## config.mk

```make
export PLATFORM = sky130hd
export DESIGN_NAME = page_table_address_translate
export DESIGN_NICKNAME = d
export VERILOG_FILES = /design/src/hdl/ptat_pkg.sv /design/src/hdl/ptat_ram.sv /design/src/hdl/ptat_front.sv /design/src/hdl/ptat_queue.sv /design/src/hdl/ptat_back.sv /design/src/hdl/page_table_address_translate.sv
export SDC_FILE = /design/constraint.sdc
export NUM_CORES = 1
export LEC_CHECK = 0
export CAP_MARGIN = 20
export CORE_UTILIZATION = 70
export CTS_BUF_LIST = sky130_fd_sc_hd__clkbuf_4
export CTS_CLUSTER_SIZE = 20
export DETAILED_ROUTE_END_ITERATION = 8
export DONT_BUFFER_PORTS = 1
export PLACE_DENSITY_LB_ADDON = 0.12
export SLEW_MARGIN = 5
export SYNTH_ARGS = -nofsm -noshare
export SYNTH_HDL_FRONTEND = slang
export SYNTH_SLANG_ARGS = --single-unit
```

## constraint.sdc

```tcl
create_clock -name clk_i -period 11.3 [get_ports clk_i]
set_input_delay 3.39 -clock clk_i [delete_from_list [all_inputs] [get_ports clk_i]]
set_output_delay 3.39 -clock clk_i [all_outputs]
set_load 0.05 [all_outputs]
```

## src/hdl/ptat_pkg.sv

```systemverilog
// Types, constants and codes of the page table address translation block.
package ptat_pkg;

  // Sizes of the page table and the address spaces
  localparam int PAGE_SIZE      = 128;
  localparam int NUM_PHYS_PAGES = 128;
  localparam int MAX_PAGES      = 64;

  // Fixed field widths
  localparam int VA_W       = 32;
  localparam int PA_W       = 14;
  localparam int FRAME_W    = 8;
  localparam int ENTRY_IDX_W = 6;
  localparam int CFG_W      = 7;
  localparam int CMP_W      = 9;

  // Derived widths
  localparam int OFFSET_W = $clog2(PAGE_SIZE);
  localparam int VPN_W    = VA_W - OFFSET_W;
  localparam int IDX_W    = (MAX_PAGES > 1) ? $clog2(MAX_PAGES) : 1;

  // Command queue between front and back
  localparam int QUEUE_DEPTH = 2;
  localparam int QPTR_W      = 1;
  localparam int QCNT_W      = 2;

  typedef enum logic [1:0] {
    ST_OK   = 2'd0,
    ST_ADDR = 2'd1,
    ST_RO   = 2'd2,
    ST_BUS  = 2'd3
  } status_e;

  typedef enum logic [1:0] {
    KIND_WRITE    = 2'd0,
    KIND_SKIP     = 2'd1,
    KIND_ADDR_ERR = 2'd2,
    KIND_LOOKUP   = 2'd3
  } kind_e;

  // One page table entry as held in the table memory
  typedef struct packed {
    logic [FRAME_W-1:0] frame;
    logic               read_only;
    logic               used;
    logic               dirty;
  } pte_t;

  localparam int PTE_W = $bits(pte_t);

  // One classified transaction passed from front to back
  typedef struct packed {
    kind_e               kind;
    logic [IDX_W-1:0]    idx;
    logic [OFFSET_W-1:0] offset;
    logic                is_write;
    logic [FRAME_W-1:0]  frame;
    logic                read_only;
  } cmd_t;

endpackage

```

## src/hdl/ptat_ram.sv

```systemverilog
// Generic single write port, single read port RAM with registered read data.
module ptat_ram #(
  parameter int WIDTH = 8,
  parameter int DEPTH = 64,
  parameter int AW    = (DEPTH > 1) ? $clog2(DEPTH) : 1
) (
  input  logic             clk_i,
  input  logic             we_i,
  input  logic [AW-1:0]    waddr_i,
  input  logic [WIDTH-1:0] wdata_i,
  input  logic             re_i,
  input  logic [AW-1:0]    raddr_i,
  output logic [WIDTH-1:0] rdata_o
);

  logic [WIDTH-1:0] mem_q [DEPTH];
  logic [WIDTH-1:0] rdata_q;

  // Write and registered read
  always_ff @(posedge clk_i) begin
    if (we_i) begin
      mem_q[waddr_i] <= wdata_i;
    end
    if (re_i) begin
      rdata_q <= mem_q[raddr_i];
    end
  end

  assign rdata_o = rdata_q;

endmodule

```

## src/hdl/ptat_front.sv

```systemverilog
// Front end: holds the page count register and classifies accepted transactions.
module ptat_front import ptat_pkg::*; (
  input  logic                   clk_i,
  input  logic                   rst_ni,
  input  logic                   cfg_valid_i,
  input  logic [CFG_W-1:0]       cfg_data_i,
  input  logic                   accept_i,
  input  logic                   op_i,
  input  logic [VA_W-1:0]        virtual_address_i,
  input  logic                   is_write_i,
  input  logic [ENTRY_IDX_W-1:0] entry_index_i,
  input  logic [FRAME_W-1:0]     entry_frame_i,
  input  logic                   entry_read_only_i,
  output logic                   push_o,
  output cmd_t                   cmd_o
);

  logic [CFG_W-1:0] page_count_q;
  logic [VPN_W-1:0] vpn;
  logic [CMP_W-1:0] entry_index_ext;
  logic             addr_err;
  logic             index_beyond;

  // Hold the page count register
  always_ff @(posedge clk_i or negedge rst_ni) begin
    if (!rst_ni) begin
      page_count_q <= '0;
    end else if (cfg_valid_i) begin
      page_count_q <= cfg_data_i;
    end
  end

  // Split the address and check the page number against the mapped range
  assign vpn             = virtual_address_i[VA_W-1:OFFSET_W];
  assign addr_err        = (vpn >= VPN_W'(page_count_q)) || (vpn >= VPN_W'(MAX_PAGES));
  assign entry_index_ext = CMP_W'(entry_index_i);
  assign index_beyond    = entry_index_ext >= CMP_W'(MAX_PAGES);

  // Build the classified transaction
  always_comb begin
    cmd_o.offset    = virtual_address_i[OFFSET_W-1:0];
    cmd_o.is_write  = is_write_i;
    cmd_o.frame     = entry_frame_i;
    cmd_o.read_only = entry_read_only_i;
    if (!op_i) begin
      cmd_o.idx  = entry_index_ext[IDX_W-1:0];
      cmd_o.kind = index_beyond ? KIND_SKIP : KIND_WRITE;
    end else begin
      cmd_o.idx  = vpn[IDX_W-1:0];
      cmd_o.kind = addr_err ? KIND_ADDR_ERR : KIND_LOOKUP;
    end
  end

  assign push_o = accept_i;

endmodule

```

## src/hdl/ptat_queue.sv

```systemverilog
// Short FIFO of classified transactions between front and back.
module ptat_queue import ptat_pkg::*; (
  input  logic clk_i,
  input  logic rst_ni,
  input  logic push_i,
  input  cmd_t cmd_i,
  input  logic pop_i,
  output logic full_o,
  output logic valid_o,
  output cmd_t cmd_o
);

  cmd_t              mem_q [QUEUE_DEPTH];
  logic [QPTR_W-1:0] wr_ptr_q, wr_ptr_d;
  logic [QPTR_W-1:0] rd_ptr_q, rd_ptr_d;
  logic [QCNT_W-1:0] count_q, count_d;

  assign full_o  = count_q == QCNT_W'(QUEUE_DEPTH);
  assign valid_o = count_q != '0;
  assign cmd_o   = mem_q[rd_ptr_q];

  // Advance pointers with wrap and track the fill level
  always_comb begin
    wr_ptr_d = wr_ptr_q;
    rd_ptr_d = rd_ptr_q;
    count_d  = count_q;
    if (push_i) begin
      wr_ptr_d = (wr_ptr_q == QPTR_W'(QUEUE_DEPTH - 1)) ? '0 : wr_ptr_q + 1'b1;
    end
    if (pop_i) begin
      rd_ptr_d = (rd_ptr_q == QPTR_W'(QUEUE_DEPTH - 1)) ? '0 : rd_ptr_q + 1'b1;
    end
    if (push_i && !pop_i) begin
      count_d = count_q + 1'b1;
    end else if (pop_i && !push_i) begin
      count_d = count_q - 1'b1;
    end
  end

  always_ff @(posedge clk_i or negedge rst_ni) begin
    if (!rst_ni) begin
      wr_ptr_q <= '0;
      rd_ptr_q <= '0;
      count_q  <= '0;
    end else begin
      wr_ptr_q <= wr_ptr_d;
      rd_ptr_q <= rd_ptr_d;
      count_q  <= count_d;
    end
  end

  // Store pushed transactions
  always_ff @(posedge clk_i) begin
    if (push_i) begin
      mem_q[wr_ptr_q] <= cmd_i;
    end
  end

endmodule

```

## src/hdl/ptat_back.sv

```systemverilog
// Back end: owns the page table memory, runs writes and lookups, drives results.
module ptat_back import ptat_pkg::*; (
  input  logic            clk_i,
  input  logic            rst_ni,
  input  logic            valid_i,
  input  cmd_t            cmd_i,
  output logic            pop_o,
  output logic            done_o,
  output status_e         status_o,
  output logic [PA_W-1:0] physical_address_o
);

  typedef enum logic [1:0] {
    BK_IDLE  = 2'b01,
    BK_CHECK = 2'b10
  } back_state_e;

  back_state_e         state_q, state_d;
  logic                done_q, done_d;
  status_e             status_q, status_d;
  logic [PA_W-1:0]     pa_q, pa_d;
  logic [IDX_W-1:0]    pend_idx_q;
  logic [OFFSET_W-1:0] pend_offset_q;
  logic                pend_write_q;

  logic                ram_we;
  logic [IDX_W-1:0]    ram_waddr;
  pte_t                ram_wdata;
  logic                ram_re;
  pte_t                ram_rdata;
  logic [PTE_W-1:0]    ram_rdata_raw;

  logic [FRAME_W+OFFSET_W+PA_W-1:0] pa_wide;

  ptat_ram #(
    .WIDTH (PTE_W),
    .DEPTH (MAX_PAGES),
    .AW    (IDX_W)
  ) u_ram (
    .clk_i   (clk_i),
    .we_i    (ram_we),
    .waddr_i (ram_waddr),
    .wdata_i (ram_wdata),
    .re_i    (ram_re),
    .raddr_i (cmd_i.idx),
    .rdata_o (ram_rdata_raw)
  );

  assign ram_rdata = pte_t'(ram_rdata_raw);
  assign pa_wide   = {{PA_W{1'b0}}, ram_rdata.frame, pend_offset_q};

  // Sequence one transaction at a time; lookups go on to the check state
  always_comb begin
    state_d   = state_q;
    done_d    = 1'b0;
    status_d  = ST_OK;
    pa_d      = '0;
    pop_o     = 1'b0;
    ram_we    = 1'b0;
    ram_re    = 1'b0;
    ram_waddr = cmd_i.idx;
    ram_wdata = '{frame: cmd_i.frame, read_only: cmd_i.read_only, used: 1'b0, dirty: 1'b0};
    unique case (state_q)
      BK_IDLE: begin
        if (valid_i) begin
          pop_o = 1'b1;
          case (cmd_i.kind)
            KIND_WRITE: begin
              ram_we = 1'b1;
              done_d = 1'b1;
            end
            KIND_ADDR_ERR: begin
              done_d   = 1'b1;
              status_d = ST_ADDR;
            end
            KIND_LOOKUP: begin
              ram_re  = 1'b1;
              state_d = BK_CHECK;
            end
            default: begin
              done_d = 1'b1;
            end
          endcase
        end
      end
      BK_CHECK: begin
        done_d  = 1'b1;
        state_d = BK_IDLE;
        if (pend_write_q && ram_rdata.read_only) begin
          status_d = ST_RO;
        end else if (CMP_W'(ram_rdata.frame) >= CMP_W'(NUM_PHYS_PAGES)) begin
          status_d = ST_BUS;
        end else begin
          // Mark the page used, and dirty on a write access
          pa_d      = pa_wide[PA_W-1:0];
          ram_we    = 1'b1;
          ram_waddr = pend_idx_q;
          ram_wdata = '{frame: ram_rdata.frame, read_only: ram_rdata.read_only,
                        used: 1'b1, dirty: ram_rdata.dirty | pend_write_q};
        end
      end
      default: begin
        state_d = BK_IDLE;
      end
    endcase
  end

  always_ff @(posedge clk_i or negedge rst_ni) begin
    if (!rst_ni) begin
      state_q <= BK_IDLE;
      done_q  <= 1'b0;
    end else begin
      state_q <= state_d;
      done_q  <= done_d;
    end
  end

  // Hold result payload and the pending lookup
  always_ff @(posedge clk_i) begin
    status_q <= status_d;
    pa_q     <= pa_d;
    if (ram_re) begin
      pend_idx_q    <= cmd_i.idx;
      pend_offset_q <= cmd_i.offset;
      pend_write_q  <= cmd_i.is_write;
    end
  end

  assign done_o             = done_q;
  assign status_o           = status_q;
  assign physical_address_o = pa_q;

endmodule

```

## src/hdl/page_table_address_translate.sv

```systemverilog
// Top level of the single-level page table with address translation.
//
// A transaction is taken when start is high and busy is low; each gives
// exactly one result, shown for one cycle with done_o high, in order. The
// front classifies a transaction in the cycle it is taken and places it in
// a two-entry queue; busy is high while that queue is full. The back ends
// a table write, an ignored write or an address error in its idle state
// and takes a table lookup on to its check state, bound by the registered
// read of the single table memory followed by the check and write-back of
// the use and dirty marks. A transaction passes through the queue and the
// registered result of the back; a lookup also passes through the table read
// and the check state. Writes are taken one per cycle while busy is low,
// and the back takes no new transaction while it checks a lookup. The page
// count register is written at any cycle in which cfg_valid_i is high
// (cfg_ready_o is always high). Table entries hold no defined value after
// reset and must be written before they are translated.
module page_table_address_translate import ptat_pkg::*; (
  input  logic                   clk_i,
  input  logic                   rst_ni,
  input  logic                   start,
  output logic                   busy,
  input  logic                   op_i,
  input  logic [VA_W-1:0]        virtual_address_i,
  input  logic                   is_write_i,
  input  logic [ENTRY_IDX_W-1:0] entry_index_i,
  input  logic [FRAME_W-1:0]     entry_frame_i,
  input  logic                   entry_read_only_i,
  output logic                   done_o,
  output logic [1:0]             status_o,
  output logic [PA_W-1:0]        physical_address_o,
  input  logic                   cfg_valid_i,
  output logic                   cfg_ready_o,
  input  logic [CFG_W-1:0]       cfg_data_i
);

  logic    accept;
  logic    push;
  cmd_t    push_cmd;
  logic    queue_full;
  logic    queue_valid;
  cmd_t    queue_cmd;
  logic    pop;
  status_e status;

  assign cfg_ready_o = 1'b1;
  assign busy        = queue_full;
  assign accept      = start && !queue_full;

  ptat_front u_front (
    .clk_i             (clk_i),
    .rst_ni            (rst_ni),
    .cfg_valid_i       (cfg_valid_i),
    .cfg_data_i        (cfg_data_i),
    .accept_i          (accept),
    .op_i              (op_i),
    .virtual_address_i (virtual_address_i),
    .is_write_i        (is_write_i),
    .entry_index_i     (entry_index_i),
    .entry_frame_i     (entry_frame_i),
    .entry_read_only_i (entry_read_only_i),
    .push_o            (push),
    .cmd_o             (push_cmd)
  );

  ptat_queue u_queue (
    .clk_i   (clk_i),
    .rst_ni  (rst_ni),
    .push_i  (push),
    .cmd_i   (push_cmd),
    .pop_i   (pop),
    .full_o  (queue_full),
    .valid_o (queue_valid),
    .cmd_o   (queue_cmd)
  );

  ptat_back u_back (
    .clk_i              (clk_i),
    .rst_ni             (rst_ni),
    .valid_i            (queue_valid),
    .cmd_i              (queue_cmd),
    .pop_o              (pop),
    .done_o             (done_o),
    .status_o           (status),
    .physical_address_o (physical_address_o)
  );

  assign status_o = status;

endmodule

```

==> flow_summary.ini, run 1 <==
[floorplan]
start_util_pct = 71.7
die_height_um = 213
top_level_ports = 79
die-width_um = 213
core_um2 = 43500
fp.dieArea_um2 = 45300
rows = 76

[place]
place_inst = 3068
routabilityCongestion = 0.927
portBuffers = 0
post-dp-hpwl_um = 45800
placed_cell_area_um2 = 31500

[clock_tree]
ctsHtreeMaxLevel = 4
clk_pin_slew_worst_paths_ns = 0.07
cts.sinks = 679
cts_made_buffers = 167
clockBufferDepth = 3
cts_tree = yes
clkLatencyLatePin_ns = 1.00
ctsResizeCount = 0
root_buffer = clkbuf_4
postCtsHoldBufs = 0
cts_setup_buffers = 0

[route]
drt_iter0_markers = 3140
ant_nets = 0
met3WireLength_um = 9560
avgRoutedWirePerCell_um = 24.4
drcViolationCount = 0
wl_met1_um = 30600
vias = 22502
route.met2.wl_um = 38500
viasPerCell = 6.72
top_layer = met5
totalWireLength_um = 81600
drtPass1Iterations = 6

[setup_path]
crit_path_start_kind = flip-flop
critPathMaxFanout = 4
critPathArrivalTime_ns = 1.96
crit_type = reg2out
crit_path_end_kind = output pin
cp.required_ns = 7.91

[yosys]
syn_avg_cell_area_um2 = 11.9
synth_ff_type = edfxtp_1
synth_seq_cells = 679
synthArstFlopShare_pct = 2.06
synthTopCellsByCount = edfxtp_1 (649), nand2b_1 (334), o21ai_0 (328)
synthesis.area_um2 = 31100
synth.yosys.seq_area_share_pct = 64.7
synth_edf_count = 649
yosysTopAreaCell = edfxtp_1
synth_top_area_share_pct = 62.6
synth_cell_types = 56
yosys.cell_count.top_type = edfxtp_1
ys_top_cells_by_area = edfxtp_1 (63%), nand2b_1 (6.7%), o21ai_0 (5.3%)
synth_cells = 2616
syn-num-nets = 2686
ys.warnings.count = 0

[grt]
grt_pass1_wl_um = 123000
grt_pass1_vias = 21657
grt_usage_pct = 36.7
grt_max_degree = 211
grt_overflow = 0
antenna_found_initial = 4

[sta]
rsz0062_at_grt = no
finalSetupTns_ns = 0
finalClockSkew_ns = 0.0571
tightest_slew_ns = 1.29
period_share_pct = 47.3
fmax_mhz = 187
hold_viol = 0
setup_viol = 0
slew_headroom_pct = 14.1
slew_viol_final = 0
fin_crit_ns = 5.35

[power]
vdd_drop_max_mv = 0.161
p_leak_nw = 11.1
power_density_nw_per_um2 = 236

[final_layout]
final_net_count = 2723
finalInstanceArea_um2 = 33600
layout.cells.non_filler = 3349
drive_gt1_share_pct = 11.7
area_growth_pct = 7.73
post-route-util_pct = 77.2

[outcome]
status = finished clean

[flow_run]
maxCapViolCount = 0

[min_path]
hp-class = reg2reg
## cells by family after synthesis
kind of cell / share of synthesized area (%)
AOI/OAI and AO/OA: 15.9
xor gates and xnor gates: 0.141
adders and majority gates: 0.402
buffers and inverters: 4.03
DFF: 64.7
muxes: 1.14
other: 0.0120
and+or+nand+nor: 13.7
## critical path, cell delays in order, from the launching register on
cell      delay, ns
dfrtp_1        0.43
nand2b_1       0.19
inv_1          0.34
## metrics by stage
stage               total power, W  setup slack (ns)  hold slack (ns)
floorplan                  0.00509              6.35            0.420
global placement           0.00581              6.48            0.426
finish                     0.00793              5.95            0.458
global route               0.00826              5.86            0.493
detailed placement         0.00592              6.49            0.438
CTS                        0.00786              5.88            0.466
## cells in the final DEF, fill, tap and decap left out, types with 24 or more instances in the layout
cell type | Yosys | routed
edfxtp_1 | 649 | 649
nand2b_1 | 334 | 334
o21ai_0 | 328 | 328
clkbuf_4 | 0 | 246
a22oi_1 | 160 | 160
a21oi_1 | 150 | 149
inv_1 | 145 | 144
o22ai_1 | 128 | 128
and2_1 | 117 | 116
nor2_1 | 111 | 108
nor3_1 | 48 | 47
and2_0 | 27 | 27
buf_4 | 13 | 25
nand2_1 | 24 | 24
## final timing paths
| check | from | endpoint | slack (ns) | cells past startpoint |
|---|---|---|---|---|
| max | u_queue.count_q[0] | busy | 5.95 | 2 |
| min | u_back.pend_offset_q[1] | u_back.physical_address_o[1] | 0.46 | 1 |
| max reg2reg | u_queue.rd_ptr_q | u_back.u_ram.rdata_o[4] | 6.61 | 9 |
| min reg2reg | u_back.pend_offset_q[1] | u_back.physical_address_o[1] | 0.46 | 1 |
| max in group asynchronous | rst_ni | u_back.state_q[0] | 9.05 | 0 |
| min in group asynchronous | rst_ni | u_front.page_count_q[5] | 2.07 | 0 |
## report_power, final
group	internal, W	switching, W	total [W]
Sequential	0.00322	0.0000837	0.00330
Combinational	0.000805	0.00186	0.00266
Clock	0.00101	0.000957	0.00197
## routing by layer
layer	GRT usage (%)	up-vias
met4	16.5	2
met2	57.4	1535
met3	8.57	195
li1	-	9863
met1	49.5	10907
met5	0	-
## state kept, by name (all words and copies together), names as in the netlist
register and flops:
u_back.u_ram.mem_q 576, u_queue.mem_q 50, u_back.physical_address_o 14, u_back.u_ram.rdata_o 9, u_back.pend_offset_q 7, u_front.page_count_q 7
u_back.pend_idx_q 6, u_back.state_q 2, u_back.status_o 2, u_queue.count_q 2, u_back.done_o 1, u_back.pend_write_q 1
u_queue.rd_ptr_q 1, u_queue.wr_ptr_q 1
## cell type report
type                       count  area, um^2
multi-input combinational   1632        9860
fill                        2654        9900
clock inverter                32         155
inverter                     145         547
tap                          585         732
antenna                        2        5.00
clock buffer                 246        1850
timing repair buffer          28         250
sequential                   679       20200
(Power assumes the default switching activity.)
==> inputs of run 2 (changes only) <==
--- a/config.mk
+++ b/config.mk
@@ -6,7 +6,7 @@
 export NUM_CORES = 1
 export LEC_CHECK = 0
 export CAP_MARGIN = 20
-export CORE_UTILIZATION = 70
+export CORE_UTILIZATION = 60
 export CTS_BUF_LIST = sky130_fd_sc_hd__clkbuf_4
 export CTS_CLUSTER_SIZE = 20
 export DETAILED_ROUTE_END_ITERATION = 8
==> constraint.sdc (replaced) <==
create_clock -name clk_i -period 4.54 [get_ports clk_i]
set_input_delay 1.362 -clock clk_i [delete_from_list [all_inputs] [get_ports clk_i]]
set_output_delay 1.362 -clock clk_i [all_outputs]
set_load 0.05 [all_outputs]
==> run 2 against run 1 <==
Net effect:
- sequential share of layout area is 1.6 points lower
- clock-buffer cell count is 20 higher
- worst setup slack worse by 5.2 ns
- via count is 1.6% higher
- critical path type is now reg2reg
- die area is 17% higher
- critical path depth is 6 higher
- final cell count is 6.0% higher
==> flow_summary.ini, run 2 (synthesis results as in run 1) <==
[clock_tree]
cts_tree = yes
cts_made_buffers = 175
ctsHtreeMaxLevel = 4
ctsResizeCount = 0
clk_pin_slew_worst_paths_ns = 0.06
root_buffer = clkbuf_4
cts.sinks = 679
clkLatencyLatePin_ns = 1.03
clockBufferDepth = 3

[route]
ant_nets = 0
vias = 22858
drcViolationCount = 0
viasPerCell = 6.44
avgRoutedWirePerCell_um = 24.3
drtPass1Iterations = 5
drt_iter0_markers = 2885
totalWireLength_um = 86100

[place]
routabilityCongestion = 0.876
portBuffers = 0
placed_cell_area_um2 = 32300
post-dp-hpwl_um = 49200

[final_layout]
drive_gt1_share_pct = 14.6
area_growth_pct = 10.7
layout_common_cells = edfxtp_1 (649), nand2b_1 (334), o21ai_0 (328), clkbuf_4 (266), a22oi_1 (160)
finalInstanceArea_um2 = 34500
final_net_count = 2799
final_common_cell = edfxtp_1
largest_reg_flops = 576
top_register = u_back.u_ram.mem_q

[setup_path]
crit_start = u_queue.rd_ptr_q
crit_path_start_kind = flip-flop
crit_path_end_kind = flip-flop
reg2reg_depth = 8
cp.required_ns = 5.30
r2r_slack_ns = 0.76
critPathArrivalTime_ns = 4.54
reg2reg_from = u_queue.rd_ptr_q
critPathMaxFanout = 51
rr_endpoint = u_back.u_ram.rdata_o[5]
crit_type = reg2reg

[sta]
setup_viol = 0
finalSetupTns_ns = 0
fmax_mhz = 265
period_share_pct = 83.2
hold_viol = 0
fin_crit_ns = 3.78
slew_headroom_pct = 24.7
finalClockSkew_ns = 0.0782
rsz0062_at_grt = no
tightest_slew_ns = 1.13
slew_viol_final = 0

[min_path]
hp-class = in2async

[flow_run]
maxCapViolCount = 0

[floorplan]
core_um2 = 51300
die_height_um = 230
top_level_ports = 79
fp.dieArea_um2 = 52800
rows = 83
die-width_um = 230
start_util_pct = 60.7

[grt]
grt_usage_pct = 32.8
antenna_found_initial = 4
grt_overflow = 0
grt_pass1_wl_um = 130000
grt_pass1_vias = 22341
grt_max_degree = 236

[power]
p_leak_nw = 11.7
power_density_nw_per_um2 = 586
vdd_drop_max_mv = 0.383

[outcome]
status = finished clean
run 2: routing by layer:
layer	up-vias	track usage, %	wire length (um)
met3	181	6.89	8450
li1	10076	-	-
met5	-	0	0
met2	1299	50.9	40600
met1	11302	45.0	34100
met4	0	14.3	2950
run 2: worst max path at each step:
stage | to | slack, ns | cells after the start
CTS | u_back.u_ram.rdata_o[5] | 0.86 | 8
floorplan | u_back.u_ram.mem_q[0][2] | 0.77 | 7
global route | u_back.u_ram.mem_q[50][4] | 0.69 | 5
finish | u_back.u_ram.rdata_o[5] | 0.76 | 8
detailed placement | u_back.u_ram.rdata_o[5] | 0.89 | 8
global placement | u_back.u_ram.rdata_o[5] | 0.92 | 8
run 2: timing repair:
item | CTS | global route
hold endpoints to repair | 13 | 0
setup buffers | 0 | 0
hold buffers | 1 | 0
run 2: per-stage QoR:
step	utilization, %	power (W)	hold WS [ns]	worst slack, ns	std cells
finish	67.2	0.0202	0.196	0.762	3549
CTS	67.2	0.0202	0.0951	0.865	3544
global route	67.2	0.0211	0.106	0.690	3548
floorplan	-	0.0127	0.420	0.766	2616
detailed placement	62.9	0.0150	0.436	0.890	3231
global placement	62.9	0.0148	0.423	0.917	3231
run 2: final cells by class:
cell class	instances	area, um^2
fill	3795	16800
inverter	145	547
clock inverter	46	215
timing repair buffer	96	848
clock buffer	266	2000
tap	680	851
antenna	5	12.5
sequential	679	20200
multi-input combinational	1632	9860
run 2: worst max-delay path: stages (launching register included):
cell	delay [ns]
dfrtp_2	0.89
and2_4	0.75
buf_12	0.31
o21ai_0	0.12
and2_1	0.22
o22ai_1	0.17
nor3_1	0.06
or4_1	0.73
and3_1	0.24
run 2: power by group:
part           total, W  switching, W  internal (W)  leakage (nW)
registers       0.00829      0.000286       0.00800          6.15
logic           0.00671       0.00461       0.00210          4.17
clock network   0.00522       0.00250       0.00272          1.35
